**config.mk**
```make
export PLATFORM = sky130hd
export DESIGN_NAME = cpu_load_meter_flat
export DESIGN_NICKNAME = d
export VERILOG_FILES = /design/src/clm_pkg.sv /design/src/clm_evt_if.sv /design/src/clm_rpt_if.sv /design/src/cpu_load_meter.sv /design/src/flat_wrapper.sv
export SDC_FILE = /design/constraint.sdc
export NUM_CORES = 1
export LEC_CHECK = 0
export BUFFER_PORTS_ARGS = -buffer_cell sky130_fd_sc_hd__buf_4
export CAP_MARGIN = 20
export CORE_MARGIN = 2
export CORE_UTILIZATION = 45
export DETAILED_ROUTE_END_ITERATION = 8
export PLACE_DENSITY = 0.7
export SYNTH_ARGS = -nofsm -noshare
export SYNTH_HDL_FRONTEND = slang
export SYNTH_SLANG_ARGS = --single-unit
export TNS_END_PERCENT = 100
```
**constraint.sdc**
```tcl
create_clock -name clk -period 10.1 [get_ports clk]
set_clock_uncertainty 0.1 [all_clocks]
set_input_delay 1.01 -clock clk [delete_from_list [all_inputs] [get_ports clk]]
set_output_delay 1.01 -clock clk [all_outputs]
set_load 0.01 [all_outputs]
```
**src/clm_pkg.sv**
```systemverilog
// Shared types and constants of the core load meter.
// Used by the channel interfaces and by cpu_load_meter; depends on nothing.
package clm_pkg;

	// Field widths of the event and report beats.
	localparam int KIND_W  = 2;
	localparam int FIELD_W = 32;
	localparam int LOAD_W  = 8;

	// Width at which cycle stamps are stored and differenced.
	localparam int STAMP_W = 32;

	// Load division: numerator work*100, divisor work+sleep without wrap.
	localparam int QUO_W  = 7;
	localparam int NUM_W  = FIELD_W + QUO_W;
	localparam int DEN_W  = FIELD_W + 1;
	localparam int STEP_W = $clog2(QUO_W);

	// Operand width of the shared add/subtract unit.
	localparam int OPW = (NUM_W > STAMP_W) ? NUM_W : STAMP_W;

	// Event kinds; the fourth code is ignored.
	localparam logic [KIND_W-1:0] KIND_SLEEP  = 2'd0;
	localparam logic [KIND_W-1:0] KIND_WAKE   = 2'd1;
	localparam logic [KIND_W-1:0] KIND_REPORT = 2'd2;

	// Load codes.
	localparam logic [LOAD_W-1:0] FULL_LOAD = 8'd100;
	localparam logic [LOAD_W-1:0] NO_LOAD   = 8'd255;

endpackage

```
**src/clm_evt_if.sv**
```systemverilog
// Event channel of the core load meter: valid/ready plus kind and stamp.
// Depends on clm_pkg for the field widths.
interface clm_evt_if;
	logic                             valid;
	logic                             ready;
	logic [clm_pkg::KIND_W-1:0]       kind;
	logic [clm_pkg::FIELD_W-1:0]      cycle_stamp;

	modport source (output valid, kind, cycle_stamp, input ready);
	modport sink   (input valid, kind, cycle_stamp, output ready);
endinterface

```
**src/clm_rpt_if.sv**
```systemverilog
// Report channel of the core load meter: valid/ready plus totals and load.
// Depends on clm_pkg for the field widths.
interface clm_rpt_if;
	logic                             valid;
	logic                             ready;
	logic [clm_pkg::FIELD_W-1:0]      sleep_cycles;
	logic [clm_pkg::FIELD_W-1:0]      work_cycles;
	logic [clm_pkg::FIELD_W-1:0]      sleep_events;
	logic [clm_pkg::LOAD_W-1:0]       load_percent;

	modport source (output valid, sleep_cycles, work_cycles, sleep_events, load_percent,
		input ready);
	modport sink   (input valid, sleep_cycles, work_cycles, sleep_events, load_percent,
		output ready);
endinterface

```
**src/cpu_load_meter.sv**
```systemverilog
// Core load meter: accumulates work and sleep cycles from stamped events.
// Depends on clm_pkg, clm_evt_if and clm_rpt_if.
//
//  channel | dir | fields                                              | beat
//  evt     | in  | kind, cycle_stamp                                   | one event
//  rpt     | out | sleep_cycles, work_cycles, sleep_events, load_percent | one report
//
// A sleep event, or a wake event while asleep, runs through accept, stamp
// difference and total update, the last two on one shared add/subtract unit.
// Other wake events and the unused kind end with their accept.
// A report that divides runs through accept, a multiply-and-sum step,
// 7 restoring division steps on the shared unit, and a load into the output
// register. A report with an empty sleep total skips the division.
// A report waits in its last cycle while a previous report beat is not taken;
// events are accepted while a finished report waits on rpt.
// arst_n clears all totals and stamps and marks the core awake.
module cpu_load_meter (
	input  logic          clk,
	input  logic          arst_n,
	clm_evt_if.sink       evt,
	clm_rpt_if.source     rpt
);

	typedef enum logic [2:0] {
		ST_IDLE,
		ST_SPAN,
		ST_ACCUM,
		ST_PREP,
		ST_DIV,
		ST_DONE
	} state_t;

	state_t                         state_q;
	logic [clm_pkg::KIND_W-1:0]     kind_q;
	logic [clm_pkg::STAMP_W-1:0]    stamp_q;
	logic [clm_pkg::STAMP_W-1:0]    work_start_q;
	logic [clm_pkg::STAMP_W-1:0]    sleep_start_q;
	logic [clm_pkg::FIELD_W-1:0]    work_total_q;
	logic [clm_pkg::FIELD_W-1:0]    sleep_total_q;
	logic [clm_pkg::FIELD_W-1:0]    sleep_tally_q;
	logic                           awake_q;
	logic [clm_pkg::FIELD_W-1:0]    diff_q;
	logic [clm_pkg::NUM_W-1:0]      rem_q;
	logic [clm_pkg::DEN_W-1:0]      den_q;
	logic [clm_pkg::STEP_W-1:0]     step_q;
	logic [clm_pkg::LOAD_W-1:0]     quo_q;

	logic                           rpt_vld_q;
	logic [clm_pkg::FIELD_W-1:0]    rpt_sleep_q;
	logic [clm_pkg::FIELD_W-1:0]    rpt_work_q;
	logic [clm_pkg::FIELD_W-1:0]    rpt_events_q;
	logic [clm_pkg::LOAD_W-1:0]     rpt_load_q;

	logic                           evt_acc;
	logic                           is_sleep;
	logic                           rpt_take;
	logic [clm_pkg::OPW-1:0]        alu_a;
	logic [clm_pkg::OPW-1:0]        alu_b;
	logic                           alu_sub;
	logic [clm_pkg::OPW:0]          alu_res;
	logic                           alu_borrow;
	logic [clm_pkg::NUM_W-1:0]      den_shift;
	logic [clm_pkg::NUM_W-1:0]      mul_res;

	assign evt.ready = (state_q == ST_IDLE);
	assign evt_acc   = evt.valid && evt.ready;
	assign is_sleep  = (kind_q == clm_pkg::KIND_SLEEP);

	// A finished report moves into the output register once it is free.
	assign rpt_take  = (state_q == ST_DONE) && (!rpt_vld_q || rpt.ready);

	// Divisor aligned to the current quotient bit.
	assign den_shift = clm_pkg::NUM_W'(den_q) << step_q;

	// Work total times one hundred, registered before the division.
	assign mul_res = clm_pkg::NUM_W'(work_total_q) * clm_pkg::NUM_W'(clm_pkg::FULL_LOAD);

	// Operand selection for the shared add/subtract unit.
	always_comb begin
		alu_a   = '0;
		alu_b   = '0;
		alu_sub = 1'b0;
		unique case (state_q)
			ST_SPAN: begin
				alu_a   = clm_pkg::OPW'(stamp_q);
				alu_b   = is_sleep ? clm_pkg::OPW'(work_start_q) : clm_pkg::OPW'(sleep_start_q);
				alu_sub = 1'b1;
			end
			ST_ACCUM: begin
				alu_a = clm_pkg::OPW'(diff_q);
				alu_b = is_sleep ? clm_pkg::OPW'(work_total_q) : clm_pkg::OPW'(sleep_total_q);
			end
			ST_PREP: begin
				alu_a = clm_pkg::OPW'(work_total_q);
				alu_b = clm_pkg::OPW'(sleep_total_q);
			end
			ST_DIV: begin
				alu_a   = clm_pkg::OPW'(rem_q);
				alu_b   = clm_pkg::OPW'(den_shift);
				alu_sub = 1'b1;
			end
			default: begin
				alu_sub = 1'b0;
			end
		endcase
	end

	// The shared unit; the top bit is the carry or, when subtracting, the borrow.
	assign alu_res    = alu_sub ? ({1'b0, alu_a} - {1'b0, alu_b})
	                            : ({1'b0, alu_a} + {1'b0, alu_b});
	assign alu_borrow = alu_res[clm_pkg::OPW];

	// Sequencer, state registers and the report output register.
	always_ff @(posedge clk or negedge arst_n) begin
		if (!arst_n) begin
			state_q       <= ST_IDLE;
			kind_q        <= clm_pkg::KIND_SLEEP;
			stamp_q       <= '0;
			work_start_q  <= '0;
			sleep_start_q <= '0;
			work_total_q  <= '0;
			sleep_total_q <= '0;
			sleep_tally_q <= '0;
			awake_q       <= 1'b1;
			diff_q        <= '0;
			rem_q         <= '0;
			den_q         <= '0;
			step_q        <= '0;
			quo_q         <= '0;
			rpt_vld_q     <= 1'b0;
			rpt_sleep_q   <= '0;
			rpt_work_q    <= '0;
			rpt_events_q  <= '0;
			rpt_load_q    <= '0;
		end else begin
			// The output beat is held until taken and refilled in the same cycle.
			if (rpt_take) begin
				rpt_vld_q <= 1'b1;
			end else if (rpt.ready) begin
				rpt_vld_q <= 1'b0;
			end
			unique case (state_q)
				ST_IDLE: begin
					if (evt_acc) begin
						kind_q  <= evt.kind;
						stamp_q <= clm_pkg::STAMP_W'(evt.cycle_stamp);
						case (evt.kind)
							clm_pkg::KIND_SLEEP:  state_q <= ST_SPAN;
							clm_pkg::KIND_WAKE:   state_q <= awake_q ? ST_IDLE : ST_SPAN;
							clm_pkg::KIND_REPORT: state_q <= ST_PREP;
							default:              state_q <= ST_IDLE;
						endcase
					end
				end
				ST_SPAN: begin
					diff_q  <= clm_pkg::FIELD_W'(alu_res[clm_pkg::STAMP_W-1:0]);
					state_q <= ST_ACCUM;
				end
				ST_ACCUM: begin
					if (is_sleep) begin
						work_total_q  <= alu_res[clm_pkg::FIELD_W-1:0];
						sleep_tally_q <= sleep_tally_q + clm_pkg::FIELD_W'(1);
						sleep_start_q <= stamp_q;
						awake_q       <= 1'b0;
					end else begin
						sleep_total_q <= alu_res[clm_pkg::FIELD_W-1:0];
						work_start_q  <= stamp_q;
						awake_q       <= 1'b1;
					end
					state_q <= ST_IDLE;
				end
				ST_PREP: begin
					// Both totals zero and sleep total zero need no division.
					rem_q  <= mul_res;
					den_q  <= alu_res[clm_pkg::DEN_W-1:0];
					step_q <= clm_pkg::STEP_W'(clm_pkg::QUO_W - 1);
					if (sleep_total_q == '0 && work_total_q == '0) begin
						quo_q   <= clm_pkg::NO_LOAD;
						awake_q <= 1'b1;
						state_q <= ST_DONE;
					end else if (sleep_total_q == '0) begin
						quo_q   <= clm_pkg::FULL_LOAD;
						state_q <= ST_DONE;
					end else begin
						quo_q   <= '0;
						state_q <= ST_DIV;
					end
				end
				ST_DIV: begin
					// One restoring step per cycle, most significant bit first.
					if (!alu_borrow) begin
						rem_q         <= alu_res[clm_pkg::NUM_W-1:0];
						quo_q[step_q] <= 1'b1;
					end
					if (step_q == '0) begin
						state_q <= ST_DONE;
					end else begin
						step_q <= step_q - clm_pkg::STEP_W'(1);
					end
				end
				ST_DONE: begin
					// Hand over the totals once the output register is free.
					if (rpt_take) begin
						rpt_sleep_q   <= sleep_total_q;
						rpt_work_q    <= work_total_q;
						rpt_events_q  <= sleep_tally_q;
						rpt_load_q    <= quo_q;
						sleep_total_q <= '0;
						work_total_q  <= '0;
						sleep_tally_q <= '0;
						state_q       <= ST_IDLE;
					end
				end
				default: begin
					state_q <= ST_IDLE;
				end
			endcase
		end
	end

	assign rpt.valid        = rpt_vld_q;
	assign rpt.sleep_cycles = rpt_sleep_q;
	assign rpt.work_cycles  = rpt_work_q;
	assign rpt.sleep_events = rpt_events_q;
	assign rpt.load_percent = rpt_load_q;

	// A delivered load is a percentage or the no-cycles code.
	a_load_range: assert property (@(posedge clk) disable iff (!arst_n)
		rpt.valid |-> (rpt.load_percent <= clm_pkg::FULL_LOAD ||
			rpt.load_percent == clm_pkg::NO_LOAD))
		else $error("load_percent out of range");

	// The no-cycles code only comes with two empty totals.
	a_no_load: assert property (@(posedge clk) disable iff (!arst_n)
		(rpt.valid && rpt.load_percent == clm_pkg::NO_LOAD) |->
		(rpt.sleep_cycles == '0 && rpt.work_cycles == '0))
		else $error("no-cycles code with nonzero totals");

	// The core only goes to sleep through the update of a sleep event.
	a_sleep_entry: assert property (@(posedge clk) disable iff (!arst_n)
		$fell(awake_q) |-> $past(state_q == ST_ACCUM && kind_q == clm_pkg::KIND_SLEEP))
		else $error("awake cleared outside a sleep event");

	// An accepted report always starts the load computation.
	a_report_start: assert property (@(posedge clk) disable iff (!arst_n)
		(evt_acc && evt.kind == clm_pkg::KIND_REPORT) |=> (state_q == ST_PREP))
		else $error("report did not start the load computation");

endmodule
```
**src/flat_wrapper.sv**
```systemverilog
// flat-port wrapper written by rule: the top's interface ports become plain ports
module cpu_load_meter_flat 
  (clk, arst_n, evt_valid, evt_kind, evt_cycle_stamp, evt_ready, rpt_valid, rpt_sleep_cycles, rpt_work_cycles, rpt_sleep_events, rpt_load_percent, rpt_ready);
  clm_evt_if evt_i ();
  clm_rpt_if rpt_i ();
  input  logic clk;
  input  logic arst_n;
  input wire logic [$bits(evt_i.valid)-1:0] evt_valid;
  input wire logic [$bits(evt_i.kind)-1:0] evt_kind;
  input wire logic [$bits(evt_i.cycle_stamp)-1:0] evt_cycle_stamp;
  output wire logic [$bits(evt_i.ready)-1:0] evt_ready;
  output wire logic [$bits(rpt_i.valid)-1:0] rpt_valid;
  output wire logic [$bits(rpt_i.sleep_cycles)-1:0] rpt_sleep_cycles;
  output wire logic [$bits(rpt_i.work_cycles)-1:0] rpt_work_cycles;
  output wire logic [$bits(rpt_i.sleep_events)-1:0] rpt_sleep_events;
  output wire logic [$bits(rpt_i.load_percent)-1:0] rpt_load_percent;
  input wire logic [$bits(rpt_i.ready)-1:0] rpt_ready;
  assign evt_i.valid = evt_valid;
  assign evt_i.kind = evt_kind;
  assign evt_i.cycle_stamp = evt_cycle_stamp;
  assign evt_ready = evt_i.ready;
  assign rpt_valid = rpt_i.valid;
  assign rpt_sleep_cycles = rpt_i.sleep_cycles;
  assign rpt_work_cycles = rpt_i.work_cycles;
  assign rpt_sleep_events = rpt_i.sleep_events;
  assign rpt_load_percent = rpt_i.load_percent;
  assign rpt_i.ready = rpt_ready;
  cpu_load_meter u_core (.clk(clk), .arst_n(arst_n), .evt(evt_i), .rpt(rpt_i));
endmodule
```
### Word level (Yosys, flattened, before mapping)

Cells that the tools add are included.

* logic and storage cells: 107
* register bits after elaboration: 418
* input port bits: 38
* output and inout port bits: 106

* multiplexer cells: 36
* eq/ne operators: 15
* reductions and logical operators: 27
* shift-type cells: 1
* add/subtract/negate cells: 4
* $mul: 1
* magnitude comparators: 2
* bitwise logic cells: 2

Operator list (count)
* case mux 39 bit (4 select lines): 2
* two-way mux 32 bit: 6
* case mux 32 bit (2 select lines): 3
* case mux 39 bit (2 select lines): 1
* zero test 32 bit: 2
* adder 39 x 39 -> 40 bit: 1
* two-way mux 40 bit: 1
* subtractor 39 x 39 -> 40 bit: 1
* two-way mux 39 bit: 1
* left shift 33 x 3 -> 39 bit: 1
* multiplier 32 x 5 -> 37 bit, second input constant: 1
* adder 32 x 1 -> 32 bit, second input constant: 1
* two-way mux 8 bit: 2
* case mux 8 bit (2 select lines): 1
* two-way mux 3 bit: 5
* case mux 3 bit (5 select lines): 1
* AND reduction 2 bit: 7
* case mux 3 bit (3 select lines): 1
* AND reduction 3 bit: 3
* two-way mux 1 bit: 8
* inequality test 2 x 1 -> 1 bit, second input constant: 4
* inequality test 2 bit, second input constant: 4
* bitwise OR 8 bit: 1
* nonzero test 2 bit: 4
* 19 further kinds: 26

### Logic depth before layout (Yosys ltp)

Gate-level depths: netlist of the first run.

* depth in word-level cells: 7
* gate-level depth with buffers: 29
* gate-level depth less buffers: 22

### Worst setup path after synthesis of the first run

Ideal clock, no wire load.

* kind: flip-flop to flip-flop
* start: register u_core.step_q[0] (netlist name)
* end: register u_core.rem_q[14] (netlist name)
* stages on the path, launching flop included: 23
* path buffers: 4
* arrival: 5.201 ns
* setup slack: 4.681 ns
* cells stage by stage: dfrtp_1 buf_6 buf_6 mux4_2 mux2_2 a2111oi_4 nand3_1 nor4_2 nand3_2 o21ai_0 xnor2_1 ha_1 clkbuf_1 a2111oi_0 o31ai_1 a31oi_1 nand4b_1 nand3_1 nand3_1 a21oi_1 clkbuf_1 a211oi_1 a21o_1

* word-level cells in the longest chain between the ends: 6
* elaborated cells on any way between the ends: 9

RTL lines
* from (decl): RTL line cpu_load_meter.sv:45 `logic [clm_pkg::STEP_W-1:0] step_q;`
* from (signal assigned): RTL line cpu_load_meter.sv:176 `step_q <= clm_pkg::STEP_W'(clm_pkg::QUO_W - 1);`
* from (signal assigned): RTL line cpu_load_meter.sv:198 `step_q <= step_q - clm_pkg::STEP_W'(1);`
* left shift 33 x 3 -> 39 bit *: RTL line cpu_load_meter.sv:73 `assign den_shift = clm_pkg::NUM_W'(den_q) << step_q;`
* case mux 39 bit (4 select lines) *: RTL line cpu_load_meter.sv:83 `unique case (state_q)`
* adder 39 x 39 -> 40 bit or subtractor 39 x 39 -> 40 bit (tied branches): RTL line cpu_load_meter.sv:110, cpu_load_meter.sv:109
* two-way mux 40 bit *: RTL line cpu_load_meter.sv:109 `assign alu_res = alu_sub ? ({1'b0, alu_a} - {1'b0, alu_b})`
* two-way mux 39 bit or inequality test 2 bit (tied branches)
* case mux 39 bit (2 select lines) or AND reduction 2 bit (tied branches)
* to (signal assigned): RTL line cpu_load_meter.sv:174 `rem_q <= mul_res;`
* to (signal assigned): RTL line cpu_load_meter.sv:192 `rem_q <= alu_res[clm_pkg::NUM_W-1:0];`
* to (decl): RTL line cpu_load_meter.sv:43 `logic [clm_pkg::NUM_W-1:0] rem_q;`

Every way passes the cells marked *; elsewhere a longest branch is shown, timed or not. The select of a mux whose other input is x is not followed.
A chain may end at the register's enable or synchronous reset.

### Final worst setup path of the first run

* start: register u_core.step_q[0] (netlist name)
* end: register u_core.rem_q[31] (netlist name)

Same word-level chain as after synthesis.

==> impl_metrics.xml, run 1 <==
<?xml version="1.0" encoding="UTF-8"?>
<metrics>
  <group name="setup_path">
    <metric name="required_time_at_the_worst_slack_endpoint" unit="ns">10.48</metric>
    <metric name="critical_path.max_fanout" unit="">31</metric>
    <metric name="crit_type" unit="">reg2reg</metric>
    <metric name="critical_path.startpoint_type" unit="">register</metric>
    <metric name="endpoint_kind" unit="">register</metric>
    <metric name="arrival" unit="ns">7.64</metric>
  </group>
  <group name="route">
    <metric name="wl" unit="um">88480</metric>
    <metric name="detailroute.via_count" unit="">22570</metric>
    <metric name="ant_nets" unit="">0</metric>
    <metric name="firstDrtPassIters" unit="">6</metric>
    <metric name="detailedRoute.firstIterationViolations" unit="">2157</metric>
    <metric name="wl_per_cell" unit="um">23.35</metric>
    <metric name="drc" unit="">0</metric>
    <metric name="route.detailed.vias_per_inst" unit="">5.957</metric>
  </group>
  <group name="yosys">
    <metric name="async_reset_ff_frac" unit="">1.000</metric>
    <metric name="syn_nets" unit="">3150</metric>
    <metric name="netlist_area" unit="um^2">26010</metric>
    <metric name="number_of_distinct_library_cell_variants_in_the_gate_level_netlist_after_synthesis" unit="">84</metric>
    <metric name="ys_top_cells_by_area" unit="">sky130_fd_sc_hd__dfrtp_1 40%, sky130_fd_sc_hd__nand2_1 10%, sky130_fd_sc_hd__ha_1 7.7%</metric>
    <metric name="synthDominantAreaCellType" unit="">sky130_fd_sc_hd__dfrtp_1</metric>
    <metric name="synthesis.area_per_instance" unit="um^2">8.895</metric>
    <metric name="synth_edf_count" unit="">0</metric>
    <metric name="yosys_warnings" unit="">0</metric>
    <metric name="synth_sequential_area_ratio" unit="">0.4022</metric>
    <metric name="postSynth.topFlopCell" unit="">sky130_fd_sc_hd__dfrtp_1</metric>
    <metric name="synth-seq-cells" unit="">418</metric>
    <metric name="post_synthesis_instance_total" unit="">2924</metric>
    <metric name="synthDominantCellAreaShare" unit="">0.4012</metric>
  </group>
  <group name="grt">
    <metric name="use_met3" unit="">0.04313</metric>
    <metric name="track_usage" unit="">0.2955</metric>
    <metric name="grt_most_used_layer" unit="">met2</metric>
    <metric name="wire_length_of_the_first_global_routing_pass" unit="um">135400</metric>
    <metric name="first_global_vias" unit="">22260</metric>
    <metric name="globalRoute.totalOverflow" unit="">0</metric>
    <metric name="maximum_number_of_pins_on_one_net_before_global_route_repair" unit="">153</metric>
    <metric name="grt_antenna_before_repair" unit="">0</metric>
    <metric name="met1_track_demand_over_resource_in_global_routing" unit="">0.3714</metric>
    <metric name="grtUsageMet2" unit="">0.4967</metric>
  </group>
  <group name="die">
    <metric name="die_height" unit="um">244.4</metric>
    <metric name="initial_cell_density_of_the_core" unit="">0.4534</metric>
    <metric name="overall_die_area" unit="um^2">59740</metric>
    <metric name="core-area" unit="um^2">57370</metric>
    <metric name="row_count" unit="">88</metric>
    <metric name="die_boundary_width" unit="um">244.4</metric>
    <metric name="floorplan.io_pins" unit="">144</metric>
  </group>
  <group name="placed_design">
    <metric name="place_hpwl" unit="um">66380</metric>
    <metric name="place.gp.congestion" unit="">1.004</metric>
    <metric name="buffer_ports.inserted" unit="">143</metric>
  </group>
  <group name="final_layout">
    <metric name="layout-area-overhead-vs-synth" unit="%">12.79</metric>
    <metric name="finish.net_count" unit="">3216</metric>
    <metric name="share_of_cells_above_drive_strength_1" unit="">0.1296</metric>
    <metric name="antenna_cells_inserted" unit="">0</metric>
  </group>
  <group name="clocking">
    <metric name="numClockSinks" unit="">418</metric>
    <metric name="cts.htree.levels" unit="">2</metric>
    <metric name="cts-buffers-inserted" unit="">45</metric>
    <metric name="clk_pin_slew_worst_paths" unit="ns">0.06</metric>
    <metric name="post_cts_buffers" unit="">0</metric>
    <metric name="postCtsResizedCells" unit="">0</metric>
    <metric name="cts.root.buffer_cell" unit="">sky130_fd_sc_hd__clkbuf_16</metric>
    <metric name="clock_tree.buffer_depth" unit="">3</metric>
    <metric name="insertion_delay" unit="ns">0.60</metric>
    <metric name="cts_hold_buffers" unit="">0</metric>
    <metric name="cts_tree" unit="">built</metric>
  </group>
  <group name="sta">
    <metric name="drv_slew" unit="">0</metric>
    <metric name="period_share" unit="">0.7191</metric>
    <metric name="min_period" unit="ns">7.263</metric>
    <metric name="tns" unit="ns">0</metric>
    <metric name="fmax" unit="MHz">137.7</metric>
    <metric name="final-hold-violation-count" unit="">0</metric>
    <metric name="tightestPinTransition" unit="ns">1.101</metric>
    <metric name="report.final.setup_viol" unit="">0</metric>
    <metric name="rsz0062_at_grt" unit="">false</metric>
    <metric name="slew_headroom" unit="">0.2640</metric>
  </group>
  <group name="job">
    <metric name="max_capacitance_violation_count" unit="">0</metric>
  </group>
  <group name="hold_path">
    <metric name="worst_hold_path_type" unit="">reg2reg</metric>
  </group>
  <group name="run_status">
    <metric name="status" unit="">complete, no violations</metric>
  </group>
</metrics>
[stage by stage]
stage / setup slack, ns / instances / hold slack, ns / util / area (um^2)
final: 2.837 / 3789 / 0.3723 / 0.5114 / 29340
after global routing: 2.397 / 3789 / 0.3954 / 0.5114 / 29340
after CTS: 2.995 / 3789 / 0.3735 / 0.5114 / 29340
after detailed placement: 3.078 / 3708 / 0.3587 / 0.4838 / 27750
after global placement: 3.077 / 3708 / 0.3528 / 0.4838 / 27750
after floorplan: 4.681 / 2924 / 0.3377 / - / 26010
[layer usage]
| layer | wire length [um] | vias to the layer above |
|---|---|---|
| li1 | - | 10280 |
| met1 | 35900 | 11180 |
| met2 | 42440 | 882 |
| met3 | 5172 | 225 |
| met4 | 4964 | 0 |
| met5 | 0 | - |
[placed cells by master (no fill, tap or decap), drive strengths merged, types with 11 or more instances in the layout]
master  netlist  routed
dfrtp       417     417
xnor2        59      59
mux2         64      64
o21bai       12      12
nor4         17      17
o21ai       218     218
a22oi        72      72
clkbuf      131      57
buf          28     178
nand4        18      18
nand2       695     695
a21o         32      32
xor2         60      60
o21a         13      13
nor2b        11      11
a221oi       13      13
nor3         25      25
o31ai        45      45
mux4         28      28
or3          15      15
nand3        48      48
fa           28      28
a211oi       15      15
inv         169     171
nor2        139     139
nand2b       14      14
a21oi       137     137
ha          160     160
a31oi        22      22
and3         26      26
mux2i        36      36
and2         24      24
[registers in the layout (all words and copies together), names as in the netlist]
name                     count
u_core.rpt.sleep_events     32
u_core.work_start_q         32
u_core.rpt.valid             1
u_core.rpt.work_cycles      32
u_core.sleep_total_q        32
u_core.stamp_q              32
u_core.rpt.sleep_cycles     32
u_core.sleep_start_q        32
u_core.work_total_q         32
u_core.awake_q               1
u_core.state_q               3
u_core.rem_q                39
u_core.diff_q               32
u_core.step_q                3
u_core.den_q                33
u_core.kind_q                2
u_core.sleep_tally_q        32
u_core.rpt.load_percent      8
u_core.quo_q                 8
[cells by family after synthesis]
group / Yosys count / share of synthesized area
muxes: 128 / 0.06595
buffers and inverters: 328 / 0.04902
DFF: 418 / 0.4022
AOI/OAI and AO/OA: 672 / 0.1651
and+or+nand+nor: 1071 / 0.1791
adders and majority gates: 188 / 0.09852
xor gates and xnor gates: 119 / 0.04007
[cell usage after synthesis (26+ instances only)]
master / n
sky130_fd_sc_hd__fa_1: 28
sky130_fd_sc_hd__inv_1: 168
sky130_fd_sc_hd__nand3_1: 47
sky130_fd_sc_hd__a21o_1: 32
sky130_fd_sc_hd__and3_1: 26
sky130_fd_sc_hd__mux2i_1: 36
sky130_fd_sc_hd__ha_1: 160
sky130_fd_sc_hd__xor2_1: 60
sky130_fd_sc_hd__mux2_2: 64
sky130_fd_sc_hd__xnor2_1: 59
sky130_fd_sc_hd__o21ai_0: 216
sky130_fd_sc_hd__clkbuf_1: 131
sky130_fd_sc_hd__mux4_2: 27
sky130_fd_sc_hd__nand2_1: 695
sky130_fd_sc_hd__nor2_1: 137
sky130_fd_sc_hd__dfrtp_1: 417
sky130_fd_sc_hd__o31ai_1: 44
sky130_fd_sc_hd__a22oi_1: 72
sky130_fd_sc_hd__a21oi_1: 137
[critical path, stage by stage (launching register included)]
cell and delay [ns]:
sky130_fd_sc_hd__dfrtp_2 0.53, sky130_fd_sc_hd__buf_4 0.50, sky130_fd_sc_hd__mux4_2 0.59, sky130_fd_sc_hd__mux2_2 0.28
sky130_fd_sc_hd__a222oi_1 0.53, sky130_fd_sc_hd__nand3_1 0.14, sky130_fd_sc_hd__nor4_1 0.55, sky130_fd_sc_hd__nand3_2 0.35
sky130_fd_sc_hd__o21ai_0 0.29, sky130_fd_sc_hd__xnor2_1 0.21, sky130_fd_sc_hd__ha_1 0.40, sky130_fd_sc_hd__a2111oi_0 0.47
sky130_fd_sc_hd__o31ai_1 0.20, sky130_fd_sc_hd__a31oi_1 0.31, sky130_fd_sc_hd__nand4b_1 0.26, sky130_fd_sc_hd__nand3_1 0.23
sky130_fd_sc_hd__nand3_1 0.20, sky130_fd_sc_hd__xnor2_1 0.60, sky130_fd_sc_hd__nor3_1 0.09, sky130_fd_sc_hd__a221o_1 0.29
[path summary, 6_finish.rpt]
| check | startpoint | to | slack [ns] | cells past startpoint |
|---|---|---|---|---|
| min in group asynchronous | arst_n | u_core.sleep_tally_q[9]$_DFFE_PN0P_ | 0.43 | 1 |
| max | u_core.step_q[0]$_DFFE_PN0P_ | u_core.rem_q[31]$_DFFE_PN0P_ | 2.84 | 19 |
| min reg2reg | u_core.sleep_start_q[17]$_DFFE_PN0P_ | u_core.sleep_start_q[17]$_DFFE_PN0P_ | 0.37 | 2 |
| max in group asynchronous | arst_n | u_core.rem_q[33]$_DFFE_PN0P_ | 7.30 | 3 |
| min | u_core.sleep_start_q[17]$_DFFE_PN0P_ | u_core.sleep_start_q[17]$_DFFE_PN0P_ | 0.37 | 2 |
| max reg2reg | u_core.step_q[0]$_DFFE_PN0P_ | u_core.rem_q[31]$_DFFE_PN0P_ | 2.84 | 19 |
[layout make-up]
type,count,area (um^2)
Fill cell,5332,28030
Clock buffer,57,1241
Sequential cell,418,10460
Inverter,169,634.4
Tap cell,765,957.2
Clock inverter,24,344.1
Timing Repair Buffer,178,1356
Multi-Input combinational cell,2178,14340
Power of run 1 is not shown: default switching activity piles up to over one toggle a cycle in this logic, so the estimate is an artifact.
==> run 2, diff against run 1 <==
ABC_AREA = 1   (was default)
PLACE_DENSITY = 0.72   (was 0.7)
clock period = 6.64 ns   (was 10.1 ns; I/O delays follow)
==> run 2 against run 1 <==
Compared with the run above:
- utilization shrank 0.24 points
- setup slack lost 1.9 ns
- clock-buffer cell count up 11
- wire length rose by 13%
- critical path depth rose by 7
- via count is 20% higher
- final cell count grew 30%
- synthesized cell count increased by 36%
- non-clock buffer count is the same
- largest cell class unchanged
- highest routed layer is now met5
==> impl_metrics.xml, run 2 <==
<?xml version="1.0" encoding="UTF-8"?>
<metrics>
  <group name="sta">
    <metric name="fmax" unit="MHz">173.9</metric>
    <metric name="tns" unit="ns">0</metric>
    <metric name="drv_slew" unit="">0</metric>
    <metric name="final-hold-violation-count" unit="">0</metric>
    <metric name="report.final.setup_viol" unit="">0</metric>
    <metric name="rsz0062_at_grt" unit="">false</metric>
    <metric name="period_share" unit="">0.8659</metric>
    <metric name="tightestPinTransition" unit="ns">1.197</metric>
    <metric name="slew_headroom" unit="">0.1944</metric>
    <metric name="min_period" unit="ns">5.750</metric>
  </group>
  <group name="route">
    <metric name="detailroute.wirelength.met3" unit="um">6467</metric>
    <metric name="detailedRoute.firstIterationViolations" unit="">3026</metric>
    <metric name="firstDrtPassIters" unit="">7</metric>
    <metric name="dr_wl_met2" unit="um">46060</metric>
    <metric name="highest_layer" unit="">met5</metric>
    <metric name="route.detailed.vias_per_inst" unit="">5.520</metric>
    <metric name="drc" unit="">0</metric>
    <metric name="route.layer.met1.wl" unit="um">41440</metric>
    <metric name="detailroute.via_count" unit="">27130</metric>
    <metric name="wl_per_cell" unit="um">20.40</metric>
    <metric name="ant_nets" unit="">0</metric>
    <metric name="wl" unit="um">100300</metric>
  </group>
  <group name="grt">
    <metric name="first_global_vias" unit="">25040</metric>
    <metric name="track_usage" unit="">0.3081</metric>
    <metric name="maximum_number_of_pins_on_one_net_before_global_route_repair" unit="">152</metric>
    <metric name="grt_antenna_before_repair" unit="">2</metric>
    <metric name="wire_length_of_the_first_global_routing_pass" unit="um">150300</metric>
    <metric name="globalRoute.totalOverflow" unit="">0</metric>
  </group>
  <group name="final_layout">
    <metric name="layout-area-overhead-vs-synth" unit="%">11.95</metric>
    <metric name="share_of_cells_above_drive_strength_1" unit="">0.08043</metric>
    <metric name="register_with_the_highest_flop_count" unit="">u_core.rem_q</metric>
    <metric name="finish.net_count" unit="">4268</metric>
    <metric name="largestRegisters" unit="">u_core.rem_q x39, u_core.den_q x33</metric>
    <metric name="antenna_cells_inserted" unit="">0</metric>
    <metric name="final_core_util" unit="">0.5090</metric>
    <metric name="layout_commonest_cell" unit="">sky130_fd_sc_hd__nand2_1</metric>
    <metric name="nFillCells" unit="">6180</metric>
    <metric name="final_cell_mix" unit="">1257 x sky130_fd_sc_hd__nand2_1, 443 x sky130_fd_sc_hd__inv_1, 417 x sky130_fd_sc_hd__dfrtp_1, 400 x sky130_fd_sc_hd__o21ai_0, 288 x sky130_fd_sc_hd__nor2_1</metric>
    <metric name="largest_reg_flops" unit="">39</metric>
  </group>
  <group name="die">
    <metric name="core-area" unit="um^2">61710</metric>
    <metric name="die_boundary_width" unit="um">253.7</metric>
    <metric name="floorplan.io_pins" unit="">144</metric>
    <metric name="initial_cell_density_of_the_core" unit="">0.4547</metric>
    <metric name="overall_die_area" unit="um^2">64360</metric>
    <metric name="die_height" unit="um">253.7</metric>
    <metric name="row_count" unit="">91</metric>
  </group>
  <group name="clocking">
    <metric name="cts.root.buffer_cell" unit="">sky130_fd_sc_hd__clkbuf_16</metric>
    <metric name="post_cts_buffers" unit="">0</metric>
    <metric name="cts_tree" unit="">built</metric>
    <metric name="cts.htree.levels" unit="">2</metric>
    <metric name="cts_hold_buffers" unit="">1</metric>
    <metric name="numClockSinks" unit="">418</metric>
    <metric name="insertion_delay" unit="ns">0.61</metric>
    <metric name="clk_pin_slew_worst_paths" unit="ns">0.06</metric>
    <metric name="postCtsResizedCells" unit="">0</metric>
    <metric name="clock_tree.buffer_depth" unit="">3</metric>
    <metric name="cts-buffers-inserted" unit="">47</metric>
  </group>
  <group name="yosys">
    <metric name="synthDominantAreaCellType" unit="">sky130_fd_sc_hd__dfrtp_1</metric>
    <metric name="post_synthesis_instance_total" unit="">3976</metric>
    <metric name="postSynth.topFlopCell" unit="">sky130_fd_sc_hd__dfrtp_1</metric>
    <metric name="synth-seq-cells" unit="">418</metric>
    <metric name="synthesis.area_per_instance" unit="um^2">7.057</metric>
    <metric name="yosys_warnings" unit="">0</metric>
    <metric name="synthDominantCellAreaShare" unit="">0.3719</metric>
    <metric name="netlist_area" unit="um^2">28060</metric>
    <metric name="synth_edf_count" unit="">0</metric>
    <metric name="ys_top_cells_by_count" unit="">1261 x sky130_fd_sc_hd__nand2_1, 445 x sky130_fd_sc_hd__inv_1, 417 x sky130_fd_sc_hd__dfrtp_1, 400 x sky130_fd_sc_hd__o21ai_0, 291 x sky130_fd_sc_hd__nor2_1</metric>
    <metric name="syn_nets" unit="">4202</metric>
    <metric name="synth_sequential_area_ratio" unit="">0.3728</metric>
    <metric name="ys_top_cells_by_area" unit="">sky130_fd_sc_hd__dfrtp_1 37%, sky130_fd_sc_hd__nand2_1 17%, sky130_fd_sc_hd__ha_1 7.1%</metric>
    <metric name="leading_cell_type_by_number_of_instances_after_synthesis" unit="">sky130_fd_sc_hd__nand2_1</metric>
    <metric name="number_of_distinct_library_cell_variants_in_the_gate_level_netlist_after_synthesis" unit="">53</metric>
    <metric name="async_reset_ff_frac" unit="">1.000</metric>
  </group>
  <group name="hold_path">
    <metric name="hold_path_depth" unit="">3</metric>
    <metric name="worst_hold_path_type" unit="">in2reg</metric>
  </group>
  <group name="job">
    <metric name="max_capacitance_violation_count" unit="">0</metric>
  </group>
  <group name="setup_path">
    <metric name="endpoint_kind" unit="">register</metric>
    <metric name="critical_path.max_fanout" unit="">54</metric>
    <metric name="critical_path.slowest_cell" unit="">sky130_fd_sc_hd__nor2_2</metric>
    <metric name="crit_top_cell" unit="">sky130_fd_sc_hd__nand2_1</metric>
    <metric name="critical_path.startpoint_type" unit="">register</metric>
    <metric name="required_time_at_the_worst_slack_endpoint" unit="ns">7.00</metric>
    <metric name="arrival" unit="ns">6.11</metric>
    <metric name="ff2ff_path_depth" unit="">26</metric>
    <metric name="crit_type" unit="">reg2reg</metric>
    <metric name="critical-path-max-stage-delay" unit="ns">0.97</metric>
  </group>
  <group name="placed_design">
    <metric name="place_hpwl" unit="um">78300</metric>
    <metric name="place.gp.congestion" unit="">1.081</metric>
    <metric name="buffer_ports.inserted" unit="">143</metric>
  </group>
  <group name="run_status">
    <metric name="status" unit="">complete, no violations</metric>
  </group>
</metrics>
run 2: through the flow:
step	setup slack, ns	hold WS, ns	std cells	cell area, um^2
6_report	0.8903	0.2089	4915	31410
5_1_grt	0.4339	0.2114	4915	31410
4_1_cts	1.027	0.1825	4914	31390
3_5_place_dp	1.059	0.3599	4828	29780
3_3_place_gp	1.163	0.3595	4828	29780
2_1_floorplan	2.831	0.2684	3976	28060
run 2: worst max-delay path, delay by kind of cell, from the launching register on:
family                     cells  cell delay [ns]
DFF                            1             0.50
adders and majority gates      1             0.37
and+or+nand+nor               19             3.41
buffers and inverters          3             0.68
xor gates and xnor gates       1             0.21
AOI/OAI and AO/OA              2             0.27
run 2: cell families after synthesis:
logic type | count (synthesis) | synth area share
AOI/OAI and AO/OA | 699 | 0.1358
xor gates and xnor gates | 44 | 0.01373
adders and majority gates | 188 | 0.09133
buffers and inverters | 623 | 0.08789
DFF | 418 | 0.3728
and+or+nand+nor | 2004 | 0.2984
run 2: metal layers:
metal,global-route usage,up-vias
met2,0.5062,1025
met1,0.3928,12860
met3,0.04794,246
met5,0,-
li1,-,13000
met4,0.1598,6
run 2: path summary, 6_finish.rpt:
| kind | startpoint | end | slack, ns |
|---|---|---|---|
| setup / recovery | u_core.state_q[2]$_DFFE_PN0P_ | u_core.rem_q[2]$_DFFE_PN0P_ | 0.89 |
| hold / removal | evt_cycle_stamp[30] | u_core.stamp_q[30]$_DFFE_PN0P_ | 0.21 |
| setup reg to reg | u_core.state_q[2]$_DFFE_PN0P_ | u_core.rem_q[2]$_DFFE_PN0P_ | 0.89 |
| hold reg to reg | u_core.rpt.load_percent[2]$_DFFE_PN0P_ | u_core.rpt.load_percent[2]$_DFFE_PN0P_ | 0.37 |
| max in group asynchronous | arst_n | u_core.rem_q[38]$_DFFE_PN0P_ | 4.64 |
| min in group asynchronous | arst_n | u_core.rpt.sleep_events[18]$_DFFE_PN0P_ | 0.49 |
run 2: final cells by class:
cell class	count	area [um^2]	area share
multi-input combinational	2935	15150	0.4824
clock buffer	68	1365	0.04346
timing repair buffer	178	1409	0.04485
sequential	418	10460	0.3330
tap	837	1047	0.03334
clock inverter	17	236.5	0.007528
inverter	462	1739	0.05537
Power of run 2 is left out for the same reason.
